$ cat config.mk
export PLATFORM = sky130hd
export DESIGN_NAME = udp_pbd_ctrl
export DESIGN_NICKNAME = d
export VERILOG_FILES = /design/src/rtl/udp_pbd_pkg.sv /design/src/rtl/udp_pbd_ctrl.sv
export SDC_FILE = /design/constraint.sdc
export NUM_CORES = 1
export LEC_CHECK = 0
export BUFFER_PORTS_ARGS = -buffer_cell sky130_fd_sc_hd__buf_4
export CAP_MARGIN = 15
export CORE_MARGIN = 2
export CORE_UTILIZATION = 30
export DETAILED_ROUTE_END_ITERATION = 7
export GPL_TIMING_DRIVEN = 0
export MAX_ROUTING_LAYER = met4
export PLACE_DENSITY_LB_ADDON = 0.08
export SLEW_MARGIN = 5
export SYNTH_ARGS = -nofsm -noshare
export SYNTH_HDL_FRONTEND = slang
export SYNTH_SLANG_ARGS = --single-unit
$ cat constraint.sdc
create_clock -name clk -period 4.14 [get_ports clk]
set_clock_uncertainty 0.2 [all_clocks]
set_input_delay 0.621 -clock clk [delete_from_list [all_inputs] [get_ports clk]]
set_output_delay 0.621 -clock clk [all_outputs]
set_load 0.03 [all_outputs]
$ cat src/rtl/udp_pbd_pkg.sv
package udp_pbd_pkg;
	localparam int unsigned SLOTS_DEF = 16;
	localparam logic [15:0] EPH_LOW_RST = 16'd49152;
	localparam logic [15:0] EPH_HIGH_RST = 16'd65535;
	localparam logic [15:0] EPH_FIRST_RST = 16'd49152;

	localparam logic [1:0] OP_BIND = 2'd0;
	localparam logic [1:0] OP_UNBIND = 2'd1;
	localparam logic [1:0] OP_LOOKUP = 2'd2;
	localparam logic [1:0] OP_NONE = 2'd3;

	localparam logic [1:0] ST_OK = 2'd0;
	localparam logic [1:0] ST_ADDR_NA = 2'd1;
	localparam logic [1:0] ST_BOUND = 2'd2;
	localparam logic [1:0] ST_IN_USE = 2'd3;

	localparam logic [1:0] REG_LOW = 2'd0;
	localparam logic [1:0] REG_HIGH = 2'd1;
	localparam logic [1:0] REG_FIRST = 2'd2;

	typedef struct packed {
		logic load;
		logic scan_clr;
		logic scan_step;
		logic cand_load;
		logic cand_adv;
		logic commit;
		logic unbind;
		logic done;
		logic [1:0] status;
		logic use_cand;
		logic found;
	} cmd_t;

	typedef struct packed {
		logic [1:0] op;
		logic slot_out;
		logic slot_bound;
		logic addr_na;
		logic port_zero;
		logic scan_last;
		logic hit;
		logic cand_zero;
		logic tries_last;
	} sts_t;
endpackage

$ cat src/rtl/udp_pbd_ctrl.sv
module udp_pbd_ctrl (
	input logic clk,
	input logic arst_n,
	input logic start,
	output logic busy,
	input udp_pbd_pkg::sts_t sts,
	output udp_pbd_pkg::cmd_t cmd
);
	import udp_pbd_pkg::*;

	typedef enum logic [2:0] {
		S_IDLE, S_DECIDE, S_SCAN, S_EPH_START, S_EPH_SCAN, S_EPH_NEXT
	} state_t;

	state_t state_q;
	logic busy_q;

	assign busy = busy_q || cmd.done;

	always_ff @(posedge clk or negedge arst_n) begin
		if (!arst_n) begin
			state_q <= S_IDLE;
			busy_q <= 1'b0;
			cmd <= '0;
		end else begin
			cmd <= '0;
			unique case (state_q)
				S_IDLE: begin
					if (start && !busy) begin
						cmd.load <= 1'b1;
						busy_q <= 1'b1;
						state_q <= S_DECIDE;
					end
				end
				S_DECIDE: begin
					if (sts.op == OP_BIND) begin
						if (sts.slot_out || sts.addr_na) begin
							cmd.status <= ST_ADDR_NA;
							cmd.done <= 1'b1;
							state_q <= S_IDLE;
							busy_q <= 1'b0;
						end else if (sts.slot_bound) begin
							cmd.status <= ST_BOUND;
							cmd.done <= 1'b1;
							state_q <= S_IDLE;
							busy_q <= 1'b0;
						end else if (sts.port_zero) begin
							cmd.cand_load <= 1'b1;
							state_q <= S_EPH_START;
						end else begin
							cmd.scan_clr <= 1'b1;
							state_q <= S_SCAN;
						end
					end else if (sts.op == OP_LOOKUP) begin
						cmd.scan_clr <= 1'b1;
						state_q <= S_SCAN;
					end else begin
						cmd.unbind <= (sts.op == OP_UNBIND) && !sts.slot_out;
						cmd.done <= 1'b1;
						state_q <= S_IDLE;
						busy_q <= 1'b0;
					end
				end
				S_SCAN: begin
					cmd.scan_step <= 1'b1;
					if (sts.scan_last) begin
						cmd.scan_step <= 1'b0;
						cmd.done <= 1'b1;
						state_q <= S_IDLE;
						busy_q <= 1'b0;
						if (sts.op == OP_BIND) begin
							cmd.status <= sts.hit ? ST_IN_USE : ST_OK;
							cmd.commit <= !sts.hit;
						end else begin
							cmd.found <= 1'b1;
						end
					end
				end
				S_EPH_START: begin
					cmd.cand_adv <= 1'b1;
					cmd.scan_clr <= 1'b1;
					state_q <= S_EPH_SCAN;
				end
				S_EPH_SCAN: begin
					cmd.scan_step <= 1'b1;
					if (sts.scan_last) begin
						cmd.scan_step <= 1'b0;
						if (!sts.hit && !sts.cand_zero) begin
							cmd.status <= ST_OK;
							cmd.use_cand <= 1'b1;
							cmd.commit <= 1'b1;
							cmd.done <= 1'b1;
							state_q <= S_IDLE;
							busy_q <= 1'b0;
						end else if (sts.tries_last) begin
							cmd.status <= ST_IN_USE;
							cmd.done <= 1'b1;
							state_q <= S_IDLE;
							busy_q <= 1'b0;
						end else begin
							state_q <= S_EPH_NEXT;
						end
					end
				end
				S_EPH_NEXT: begin
					cmd.cand_load <= 1'b1;
					state_q <= S_EPH_START;
				end
				default: begin
					state_q <= S_IDLE;
					busy_q <= 1'b0;
				end
			endcase
		end
	end
endmodule

==> run summary, run 1 <==
• 0 — max-slew violation total from the final report
• met4 — Top Metal Used
• 0 — final hold viol count
• 16 — number of synthesized register bits
• 505 MHz — FMAX
• 2 — count of cells along the worst hold path
• 10.1 µm² — post-synthesis area per instance
• 0 — Adder-Cell Fraction of Synth Area
• 400 ps — CP peak stage delay
• 53.6 µm — Die Wd
• 25 — number of port buffers
• done — CTS tree
• sts[2] — hold path start
• 810 µm — met1 wire length
• 0.271 — share of synthesized cell area in and, or, nand and nor gates
• 0.569 mW — post-route total power
• sky130_fd_sc_hd__dfrtp_1 — slowest stage cell, crit path
• 17 — maximum number of pins on one net before global-route repair
• 0.324 — Starting Density
• 0.00228 mm² — Core Box Area
• 0 — global route overflow
• 2160 ps — final worst setup slack
• 3 — number of buffers added by the clock tree synthesis step
• 4.97 — number of vias per cell
• 0.278 mV — Peak supply drop
• 0.475 nW — total leakage power
• 0 — area share of xor/xnor cells in the synthesized design
• 0.166 — Compound-Gate Fraction of Synth Area
• 53.6 µm — Die Y-Extent
• 233 — count of filler cells inserted in the layout
• 1 — CTS H-Tree Depth
• 0.478 — final worst-path cycle share
• flip-flops — kind of cell with the highest combined delay on the critical path
• 86 — post-synth net total
• 290 ps — clk_lat worst skew
• 0 — number of inserted diodes
• cmd[6]$_DFF_PN0_ — sink of the worst hold path
• 651 — total number of vias
• 4 — number of detailed-route iterations in the first pass
• 738 µm² — cell area after synthesis
• sky130_fd_sc_hd__clkbuf_4 — library cell used as clock root buffer
• 73 — synthesized instance count
• 17 — row count
• 0 — CTS-repair resized insts
• 565 mW/mm² — power density over cell area
• 28 — number of different library cells in the post-synthesis netlist
• 0.542 — post-synthesis sequential area ratio
• 3 — Max Fanout on Critical Path
• 16 — clk sink count
• finished, final reports clean — run status
• 117 — number of nets in the layout
• 0 — warnings from Yosys
• 0 — DRC violations left
• 102 µm — met3 wire len
• 725 µm — met2 wire len
• 5 — reg2reg path depth
• or2_2 -> buf_4 — cell-by-cell trace of the critical path
• primary input to register — class of the tightest hold or removal check
• 0.143 — global-route total usage across every layer
• 2100 ps — pre-CTS setup slack
• 0 ps — TNS Setup
• 100 ps — clock slew at the register clock pins of the worst setup and hold paths
• 0 — final setup fails
• simple AND/OR/NAND/NOR gates — largest family of logic cells by synthesized area
• 36.4% — layout overhead on the synthesized area
• 2430 ps — reg-to-reg setup timing slack
• 19 — Iter 0 DRT Violations
• 2.86 mm — wire length of the first global-routing pass
• 0.766 — GPL Wtd Cong
• false — RSZ-0062 raised after global routing
• 621 — vias in the first global route
• state_q[2]$_DFFE_PN0P_ — startpoint of the most critical register-to-register path
• 0.330 — fraction of final layout cells with drive strength greater than 1
• 0 — initial antenna violation count
• 1 — count of buffer and inverter cells on the critical path
• register — category of the worst setup path launch point
• 0 — remaining antenna violation count
• 1980 ps — minimum period implied by the final worst setup slack
• 0.00287 mm² — Die Outline Area
• 0 — max-capacitance violation count
• register to output port — type of the worst setup path
• 1.23 mm — Detailed Place HPWL
• 376 ps — transition time of the tightest slew-check pin
• 26 — boundary pin count
• 0 — proportion of synthesized area in mux cells
• 2 — Max Buffers Root-to-Sink
• 3320 ps — required time at the endpoint of the critical path
• 12.7 µm — average wire length per cell after detail routing
• output port — sort of element at the end of the critical path
• 1.66 mm — total wire length after detailed routing
• 0.749 — worst-case headroom to the max-slew limit
• cmd[2]$_DFF_PN0_ — capture instance of the worst register-to-register path
• 1160 ps — arrival time at the worst endpoint
how the worst max path moves through the flow:
| stage | cells after the start | startpoint | to |
|---|---|---|---|
| after floorplan | 4 | sts[9] | state_q[0]$_DFFE_PN0P_ |
| after global placement | 5 | sts[9] | state_q[0]$_DFFE_PN0P_ |
| after detailed placement | 5 | sts[9] | state_q[0]$_DFFE_PN0P_ |
| after CTS | 2 | cmd[4]$_DFF_PN0_ | busy |
| after global routing | 2 | cmd[4]$_DFF_PN0_ | busy |
| final | 2 | cmd[4]$_DFF_PN0_ | busy |
per-layer routing:
metal | global-route usage | vias to the layer above
met5 | - | -
met4 | 0.0641 | 0
met3 | 0.0250 | 2
met2 | 0.214 | 22
met1 | 0.190 | 301
li1 | - | 326
sequential cells by signal (all words and copies together) (netlist names):
register / count
cmd: 12
state_q: 3
busy_q: 1
synthesized netlist by cell type:
cell / n / area, µm²
sky130_fd_sc_hd__dfrtp_1: 16 / 400
sky130_fd_sc_hd__nor2_1: 10 / 37.5
sky130_fd_sc_hd__nor3_1: 6 / 30.0
sky130_fd_sc_hd__nand2_1: 4 / 15.0
sky130_fd_sc_hd__nand2b_1: 4 / 25.0
sky130_fd_sc_hd__clkbuf_1: 3 / 11.3
sky130_fd_sc_hd__nor2b_1: 3 / 18.8
sky130_fd_sc_hd__or2_2: 3 / 18.8
sky130_fd_sc_hd__a31oi_1: 2 / 12.5
sky130_fd_sc_hd__nor4_1: 2 / 12.5
sky130_fd_sc_hd__o21ai_0: 2 / 10.0
sky130_fd_sc_hd__o22ai_1: 2 / 12.5
sky130_fd_sc_hd__a211oi_1: 1 / 7.51
sky130_fd_sc_hd__a21boi_0: 1 / 7.51
sky130_fd_sc_hd__a21o_1: 1 / 7.51
sky130_fd_sc_hd__a21oi_1: 1 / 5.00
sky130_fd_sc_hd__a311o_1: 1 / 10.0
sky130_fd_sc_hd__a32oi_1: 1 / 8.76
sky130_fd_sc_hd__inv_1: 1 / 3.75
sky130_fd_sc_hd__nor3b_2: 1 / 12.5
sky130_fd_sc_hd__nor4b_1: 1 / 8.76
sky130_fd_sc_hd__o2111a_1: 1 / 11.3
sky130_fd_sc_hd__o21ai_1: 1 / 5.00
sky130_fd_sc_hd__o21bai_1: 1 / 7.51
sky130_fd_sc_hd__o2bb2ai_1: 1 / 8.76
sky130_fd_sc_hd__o32ai_1: 1 / 8.76
sky130_fd_sc_hd__or4_4: 1 / 11.3
sky130_fd_sc_hd__or4b_1: 1 / 10.0
cells in the final DEF, fill, tap and decap left out:
cell type                       count
sky130_fd_sc_hd__a21oi_1            1
sky130_fd_sc_hd__nor2_1            10
sky130_fd_sc_hd__o21bai_1           1
sky130_fd_sc_hd__dlygate4sd3_1      1
sky130_fd_sc_hd__clkbuf_4           3
sky130_fd_sc_hd__nor4b_1            1
sky130_fd_sc_hd__a211oi_1           1
sky130_fd_sc_hd__o22ai_1            2
sky130_fd_sc_hd__nor2b_1            3
sky130_fd_sc_hd__o32ai_1            1
sky130_fd_sc_hd__inv_1              1
sky130_fd_sc_hd__o2111a_1           1
sky130_fd_sc_hd__a32oi_1            1
sky130_fd_sc_hd__or4b_1             1
sky130_fd_sc_hd__nand2_1            4
sky130_fd_sc_hd__clkbuf_1           3
sky130_fd_sc_hd__nor3b_2            1
sky130_fd_sc_hd__or4_4              1
sky130_fd_sc_hd__a31oi_1            2
sky130_fd_sc_hd__a21o_1             1
sky130_fd_sc_hd__nor3_1             6
sky130_fd_sc_hd__dfrtp_1           16
sky130_fd_sc_hd__a21boi_0           1
sky130_fd_sc_hd__or2_2              3
sky130_fd_sc_hd__o21ai_0            2
sky130_fd_sc_hd__buf_4             25
sky130_fd_sc_hd__nor4_1             2
sky130_fd_sc_hd__o21ai_1            1
sky130_fd_sc_hd__a311o_1            1
sky130_fd_sc_hd__clkbuf_8           1
sky130_fd_sc_hd__nand2b_1           4
sky130_fd_sc_hd__o2bb2ai_1          1
stage by stage:
step / cell area [µm²] / utilization / cells / hold slack, ps
2_1_floorplan: 738 / - / 73 / 125
4_1_cts: 1010 / 0.443 / 131 / 295
6_report: 1010 / 0.443 / 131 / 304
3_5_place_dp: 961 / 0.422 / 126 / 295
3_3_place_gp: 961 / 0.422 / 126 / 293
5_1_grt: 1010 / 0.443 / 131 / 303
layout make-up:
type | count | area (µm²) | share of cell area
inverter | 1 | 3.75 | 0.00373
multi-input combinational | 53 | 323 | 0.320
buffer | 3 | 11.3 | 0.0112
sequential | 16 | 400 | 0.398
clock buffer | 4 | 36.3 | 0.0360
timing repair buffer | 26 | 198 | 0.196
tap | 28 | 35.0 | 0.0348
cells by family after synthesis:
group / Yosys count
compound gates: 17
buf+inv: 4
flops: 16
simple gates: 36
power breakdown:
part	internal (mW)	switching, mW	total (mW)
clock	0.0536	0.0529	0.107
combinational	0.0999	0.156	0.256
sequential	0.191	0.0150	0.206
what timing repair did:
| item | CTS | global route |
|---|---|---|
| hold buffers | 1 | 0 |
| setup buffers | 0 | 0 |
| endpoints found under the hold margin | 16 | 0 |
(Power assumes the default switching activity.)
==> inputs of run 2 (changes only) <==
- clock period: 4.14 -> 1.9 ns (I/O delays scaled with it)
==> run 2 against run 1 <==
Compared with the run above: total power grew 120%; hold slack lost 250 ps; die area is the same; first-iteration DRC count grew 11%; clock power grew 110%; global-route usage grew 0.12 points; utilization grew 1.8 points; worst setup slack lost 2100 ps; combinational power grew 110%; sequential power grew 130%.
==> run summary, run 2 (synthesized netlist as in run 1, its figures left out) <==
• finished, final reports clean — run status, unchanged
• 120 — number of nets in the layout, was 117
• 1820 ps — arrival time at the worst endpoint, was 1160 ps
• 0 — number of setup buffers added after CTS, unchanged
• cmd x12, state_q x3, busy_q x1 — largest registers in the final layout, unchanged
• 0.330 — fraction of final layout cells with drive strength greater than 1, about the same
• sky130_fd_sc_hd__buf_4 — most common library cell in the layout ignoring fill and taps, unchanged
• 17 — maximum number of pins on one net before global-route repair, unchanged
• 1 — CTS H-Tree Depth, unchanged
• 0.00228 mm² — Core Box Area, unchanged
• 350 ps — transition time of the tightest slew-check pin, was 376 ps
• 4 — number of detailed-route iterations in the first pass, unchanged
• 0 — number of inserted diodes, unchanged
• 0 — global route overflow, unchanged
• 0.144 — global-route total usage across every layer, was 0.143
• cmd — Reg with most FFs, unchanged
• done — CTS tree, unchanged
• 4 — Max Fanout on Critical Path, was 3
• 0 ps — TNS Setup, unchanged
• sky130_fd_sc_hd__clkbuf_4 — library cell used as clock root buffer, unchanged
• 12 — flip-flop count of the largest register after layout, unchanged
• 290 ps — clk_lat worst skew, about the same
• 0 — max-slew violation total from the final report, unchanged
• 0.967 — final worst-path cycle share
• 21 — Iter 0 DRT Violations, was 19
• 0 — remaining antenna violation count, unchanged
• 16 — clk sink count, unchanged
• 2 — Max Buffers Root-to-Sink, unchanged
• 0.00287 mm² — Die Outline Area, unchanged
• 0 — max-capacitance violation count, unchanged
• 2.89 mm — wire length of the first global-routing pass, was 2.86 mm
• 0 — final hold viol count, unchanged
• 626 — vias in the first global route, was 621
• 0.492 nW — total leakage power, was 0.475 nW
• 1.23 mm — Detailed Place HPWL, unchanged
• 668 — total number of vias, was 651
• 100 ps — clock slew at the register clock pins of the worst setup and hold paths, about the same
• state_q[2]$_DFFE_PN0P_ — startpoint of the most critical register-to-register path, unchanged
• primary input to register — type of the worst setup path, was register to output port
• 0.324 — Starting Density, unchanged
• 4.99 — number of vias per cell, was 4.97
• 1.69 mm — total wire length after detailed routing, was 1.66 mm
• 42.0% — layout overhead on the synthesized area, was 36.4%
• register — sort of element at the end of the critical path, was output port
• primary input to register — class of the tightest hold or removal check, unchanged
• false — RSZ-0062 raised after global routing, unchanged
• primary input — category of the worst setup path launch point, was register
• 0.612 mV — Peak supply drop, was 0.278 mV
• 544 MHz — FMAX
• 1840 ps — minimum period implied by the final worst setup slack
• 0 — initial antenna violation count, unchanged
• 26 — boundary pin count, unchanged
• 0 — final setup fails, unchanged
• 0 — DRC violations left, unchanged
• 17 — row count, unchanged
• 0.767 — worst-case headroom to the max-slew limit, was 0.749
• 62.5 ps — final worst setup slack, was 2160 ps
• sts[2] — worst setup path startpoint, was cmd[4]$_DFF_PN0_
• 1890 ps — required time at the endpoint of the critical path, was 3320 ps
• 53.6 µm — Die Y-Extent, unchanged
• 25 x sky130_fd_sc_hd__buf_4, 16 x sky130_fd_sc_hd__dfrtp_1, 10 x sky130_fd_sc_hd__nor2_1, 5 x sky130_fd_sc_hd__nor3_1, 5 x sky130_fd_sc_hd__dlygate4sd3_1 — top library cells by usage in the layout, fill and taps aside, was 25 x sky130_fd_sc_hd__buf_4, 16 x sky130_fd_sc_hd__dfrtp_1, 10 x sky130_fd_sc_hd__nor2_1, 6 x sky130_fd_sc_hd__nor3_1
• sts[6] — hold path start, was sts[2]
• 53.6 µm — Die Wd, unchanged
• 195 ps — pre-CTS setup slack, was 2100 ps
• 12.6 µm — average wire length per cell after detail routing, was 12.7 µm
• 25 — number of port buffers, unchanged
• 3 — number of buffers added by the clock tree synthesis step, unchanged
• 1190 mW/mm² — power density over cell area, was 565 mW/mm²
• 0.766 — GPL Wtd Cong, unchanged
## run 2: cell types whose count changed in the layout (fill, tap and decap cells not counted), sizes merged
cell / change
dlygate4sd3: +4
clkbuf: -1
## run 2: stage by stage
stage,power [mW],utilization,std cells,hold slack (ps),area [µm²]
after floorplan,0.833,-,73,-211,738
after global placement,1.02,0.422,126,-43.5,961
after detailed placement,1.01,0.422,126,-40.9,961
after CTS,1.26,0.460,135,34.7,1050
after global routing,1.33,0.461,134,44.5,1050
final,1.24,0.461,134,49.1,1050
## run 2: layer usage
layer / wire length, µm / GRT usage / share of wire / vias to the layer above
li1: - / - / - / 333
met1: 811 / 0.193 / 0.48 / 307
met2: 746 / 0.214 / 0.44 / 26
met3: 100 / 0.0250 / 0.059 / 2
met4: 27 / 0.0641 / 0.016 / 0
met5: 0 / - / 0 / -
## run 2: repair_timing
action                                  in CTS  in global routing
hold buffers                                 5                  0
hold endpoints to repair                    19                  0
endpoints found under the setup margin       0                  3
resized for setup                            0                  1
## run 2: where the power goes
part | internal (mW) | leakage [nW] | switching (mW) | total (mW)
clock | 0.117 | 0.0210 | 0.112 | 0.229
combinational | 0.221 | 0.254 | 0.327 | 0.548
sequential | 0.416 | 0.217 | 0.0495 | 0.466
total | 0.754 | 0.492 | 0.489 | 1.24
## run 2: final timing paths
path | to | slack (ps) | cells past startpoint
setup / recovery | busy_q$_DFFE_PN0P_ | 60 | 6
hold / removal | cmd[3]$_DFF_PN0_ | 50 | 2
setup reg to reg | busy_q$_DFFE_PN0P_ | 240 | 5
hold reg to reg | cmd[11]$_DFF_PN0_ | 370 | 2
max in group asynchronous | state_q[1]$_DFFE_PN0P_ | 1150 | 2
min in group asynchronous | cmd[2]$_DFF_PN0_ | 180 | 2
## run 2: cell type report
class | count | area, µm²
well taps | 28 | 35.0
flip-flops and latches | 16 | 400
plain buffers | 2 | 7.51
inverters | 1 | 3.75
repair buffers | 30 | 238
fillers | 227 | 1230
multi-input cells | 53 | 328
clock buffers | 4 | 36.3
## run 2: critical path: stages
cell,delay [ps]
sky130_fd_sc_hd__dlygate4sd3_1,530
sky130_fd_sc_hd__buf_4,150
sky130_fd_sc_hd__o21bai_1,270
sky130_fd_sc_hd__nand2_1,100
sky130_fd_sc_hd__o2111a_1,230
sky130_fd_sc_hd__a311o_1,260
==> inputs of run 3 (changes only) <==
- BUFFER_PORTS_ARGS: -buffer_cell sky130_fd_sc_hd__buf_4 -> -buffer_cell sky130_fd_sc_hd__buf_2
- CAP_MARGIN: 15 -> 5
==> run 3 against run 2 <==
Compared with the run above: maximum frequency increased by 0.15%; first-iteration DRC count decreased by 43%; die area unchanged; clock power about the same; sequential power about the same; final cell count decreased by 0.75%; wire length increased by 1.1%; critical path type unchanged; critical endpoint unchanged.
==> run summary, run 3 (synthesized netlist as in run 1, its figures left out) <==
• finished, final reports clean — run status, unchanged
• 0.756 — worst-case headroom to the max-slew limit, was 0.767
• 0 — final hold viol count, unchanged
• 3 — number of buffers added by the clock tree synthesis step, unchanged
• 1820 ps — arrival time at the worst endpoint, about the same
• 25 — number of port buffers, unchanged
• false — RSZ-0062 raised after global routing, unchanged
• 0 — max-capacitance violation count, unchanged
• 0.966 — final worst-path cycle share, was 0.967
• 0.405 — switching portion of total power, was 0.394
• 133 — non-filler cells in the finished layout, was 134
• 290 ps — clk_lat worst skew, about the same
• 1.20 mW — post-route total power, was 1.24 mW
• 1.26 mm — Detailed Place HPWL, was 1.23 mm
• 0 — final setup fails, unchanged
• 0.756 — GPL Wtd Cong, was 0.766
• 1830 ps — minimum period implied by the final worst setup slack, was 1840 ps
• 530 ps — CP peak stage delay, about the same
• 0.00228 mm² — Core Box Area, unchanged
• 0.684 mV — Peak supply drop, was 0.612 mV
• 0 — number of inserted diodes, unchanged
• 4.98 — number of vias per cell, was 4.99
• 0.00287 mm² — Die Outline Area, unchanged
• register — sort of element at the end of the critical path, unchanged
• primary input to register — class of the tightest hold or removal check, unchanged
• 16 — clk sink count, unchanged
• 220 ps — reg-to-reg setup timing slack, was 240 ps
• 662 — total number of vias, was 668
• 0.424 — combinational share of power, was 0.441
• 0 — remaining antenna violation count, unchanged
• sky130_fd_sc_hd__dlygate4sd3_1 — slowest stage cell, crit path, unchanged
• dlygate4sd3_1 -> buf_2 -> o21bai_1 -> nand2_1 -> o2111a_1 -> a311o_1 — cell-by-cell trace of the critical path, was dlygate4sd3_1 -> buf_4 -> o21bai_1 -> nand2_1 -> o2111a_1 -> a311o_1
• 17 — maximum number of pins on one net before global-route repair, unchanged
• sky130_fd_sc_hd__buf_2 — most common library cell in the layout ignoring fill and taps, was sky130_fd_sc_hd__buf_4
• 1 — CTS H-Tree Depth, unchanged
• 1890 ps — required time at the endpoint of the critical path, about the same
• cmd[9]$_DFF_PN0_ — sink of the worst hold path, was cmd[3]$_DFF_PN0_
• 1230 mW/mm² — power density over cell area, was 1190 mW/mm²
• sky130_fd_sc_hd__clkbuf_4 — library cell used as clock root buffer, unchanged
• state_q[2]$_DFFE_PN0P_ — startpoint of the most critical register-to-register path, unchanged
• 977 µm² — area of all placed cells without fillers, was 0.00105 mm²
• primary input to register — type of the worst setup path, unchanged
• 44.1 ps — worst hold margin, was 49.1 ps
• 5 — reg2reg path depth, unchanged
• 26 — boundary pin count, unchanged
• 32.4% — layout overhead on the synthesized area, was 42.0%
• 0.486 mW — switching power total, was 0.489 mW
• 4 — number of detailed-route iterations in the first pass, unchanged
• 0.188 — Clk pwr share, was 0.184
• 2 — Max Buffers Root-to-Sink, unchanged
• 0.429 — fraction of the core area covered by cells at the end of the flow, was 0.461
• 0.149 — global-route total usage across every layer, was 0.144
• done — CTS tree, unchanged
• 0.388 — sequential cell fraction of total power, was 0.375
• 119 — number of nets in the layout, was 120
• cmd — Reg with most FFs, unchanged
• 0 — DRC violations left, unchanged
• 12.8 µm — average wire length per cell after detail routing, was 12.6 µm
• 12 — flip-flop count of the largest register after layout, unchanged
• 366 ps — transition time of the tightest slew-check pin, was 350 ps
• 0.324 — Starting Density, unchanged
• 2 — count of cells along the worst hold path, unchanged
• 0 — max-slew violation total from the final report, unchanged
• 545 MHz — FMAX, was 544 MHz
• 0 — global route overflow, unchanged
• 12 — Iter 0 DRT Violations, was 21
• busy_q$_DFFE_PN0P_ — capture instance of the worst register-to-register path, unchanged
• 53.6 µm — Die Y-Extent, unchanged
• 2.91 mm — wire length of the first global-routing pass, was 2.89 mm
• 17 — row count, unchanged
• 0.324 — fraction of final layout cells with drive strength greater than 1, was 0.330
• 0 ps — TNS Setup, unchanged
• 65.3 ps — final worst setup slack, was 62.5 ps
• 173 ps — pre-CTS setup slack, was 195 ps
• 0.714 mW — Internal Dissipation, was 0.754 mW
• 1.70 mm — total wire length after detailed routing, was 1.69 mm
• 650 — vias in the first global route, was 626
• 53.6 µm — Die Wd, unchanged
• cmd x12, state_q x3, busy_q x1 — largest registers in the final layout, unchanged
• primary input — category of the worst setup path launch point, unchanged
• 898 µm² — placed standard-cell area, was 961 µm²
• 90 ps — clock slew at the register clock pins of the worst setup and hold paths, was 100 ps
• 4 — Max Fanout on Critical Path, unchanged
• 0 — number of setup buffers added after CTS, unchanged
• 126 — cell count after placement, unchanged
• 25 x sky130_fd_sc_hd__buf_2, 16 x sky130_fd_sc_hd__dfrtp_1, 10 x sky130_fd_sc_hd__nor2_1, 6 x sky130_fd_sc_hd__nor3_1 — top library cells by usage in the layout, fill and taps aside, was 25 x sky130_fd_sc_hd__buf_4, 16 x sky130_fd_sc_hd__dfrtp_1, 10 x sky130_fd_sc_hd__nor2_1, 5 x sky130_fd_sc_hd__nor3_1, 5 x sky130_fd_sc_hd__dlygate4sd3_1
• sts[2] — worst setup path startpoint, unchanged
• 0 — initial antenna violation count, unchanged
• sts[3] — hold path start, was sts[6]
• 0.480 nW — total leakage power, was 0.492 nW
[run 3: cell types whose count changed in the layout (fill, tap and decap cells not counted), sizes merged]
| cell | before | now |
|---|---|---|
| dlygate4sd3 | 5 | 4 |
[run 3: what timing repair did]
action / 4_1_cts / 5_1_grt
hold endpoints to repair: 18 / 0
gates resized for setup: 0 / 1
hold buffers: 4 / 0
endpoints found under the setup margin: 0 / 3
[run 3: area by class of cell]
class,count,area [µm²]
flip-flops and latches,16,400
multi-input cells,53,329
well taps,28,35.0
inverters,1,3.75
fillers,235,1300
clock buffers,4,36.3
repair buffers,29,165
plain buffers,2,7.51
[run 3: per-layer routing]
layer	global-route usage	vias to the layer above	routed length (µm)
li1	-	331	-
met1	0.177	307	832
met2	0.235	21	740
met3	0.0500	3	113
met4	0.0513	0	17
met5	-	-	0
[run 3: critical path, delay by kind of cell]
kind	cells	cell delay (ps)
buffers and inverters	2	670
and+or+nand+nor	1	90
AOI/OAI and AO/OA	3	770
[run 3: worst max path at each step]
| stage | end | slack [ps] | cells past startpoint |
|---|---|---|---|
| after floorplan | state_q[0]$_DFFE_PN0P_ | 250 | 4 |
| after global placement | state_q[0]$_DFFE_PN0P_ | 180 | 5 |
| after detailed placement | state_q[0]$_DFFE_PN0P_ | 170 | 5 |
| after CTS | state_q[0]$_DFFE_PN0P_ | 70 | 6 |
| after global routing | state_q[0]$_DFFE_PN0P_ | 20 | 6 |
| final | busy_q$_DFFE_PN0P_ | 70 | 6 |
[run 3: power groups by stage]
stage	clock, mW	combinational (mW)	sequential [mW]
final	0.226	0.508	0.466
after global routing	0.248	0.564	0.480
after CTS	0.238	0.534	0.447
after detailed placement	0	0.524	0.452
after global placement	0	0.529	0.452
after floorplan	0	0.294	0.539
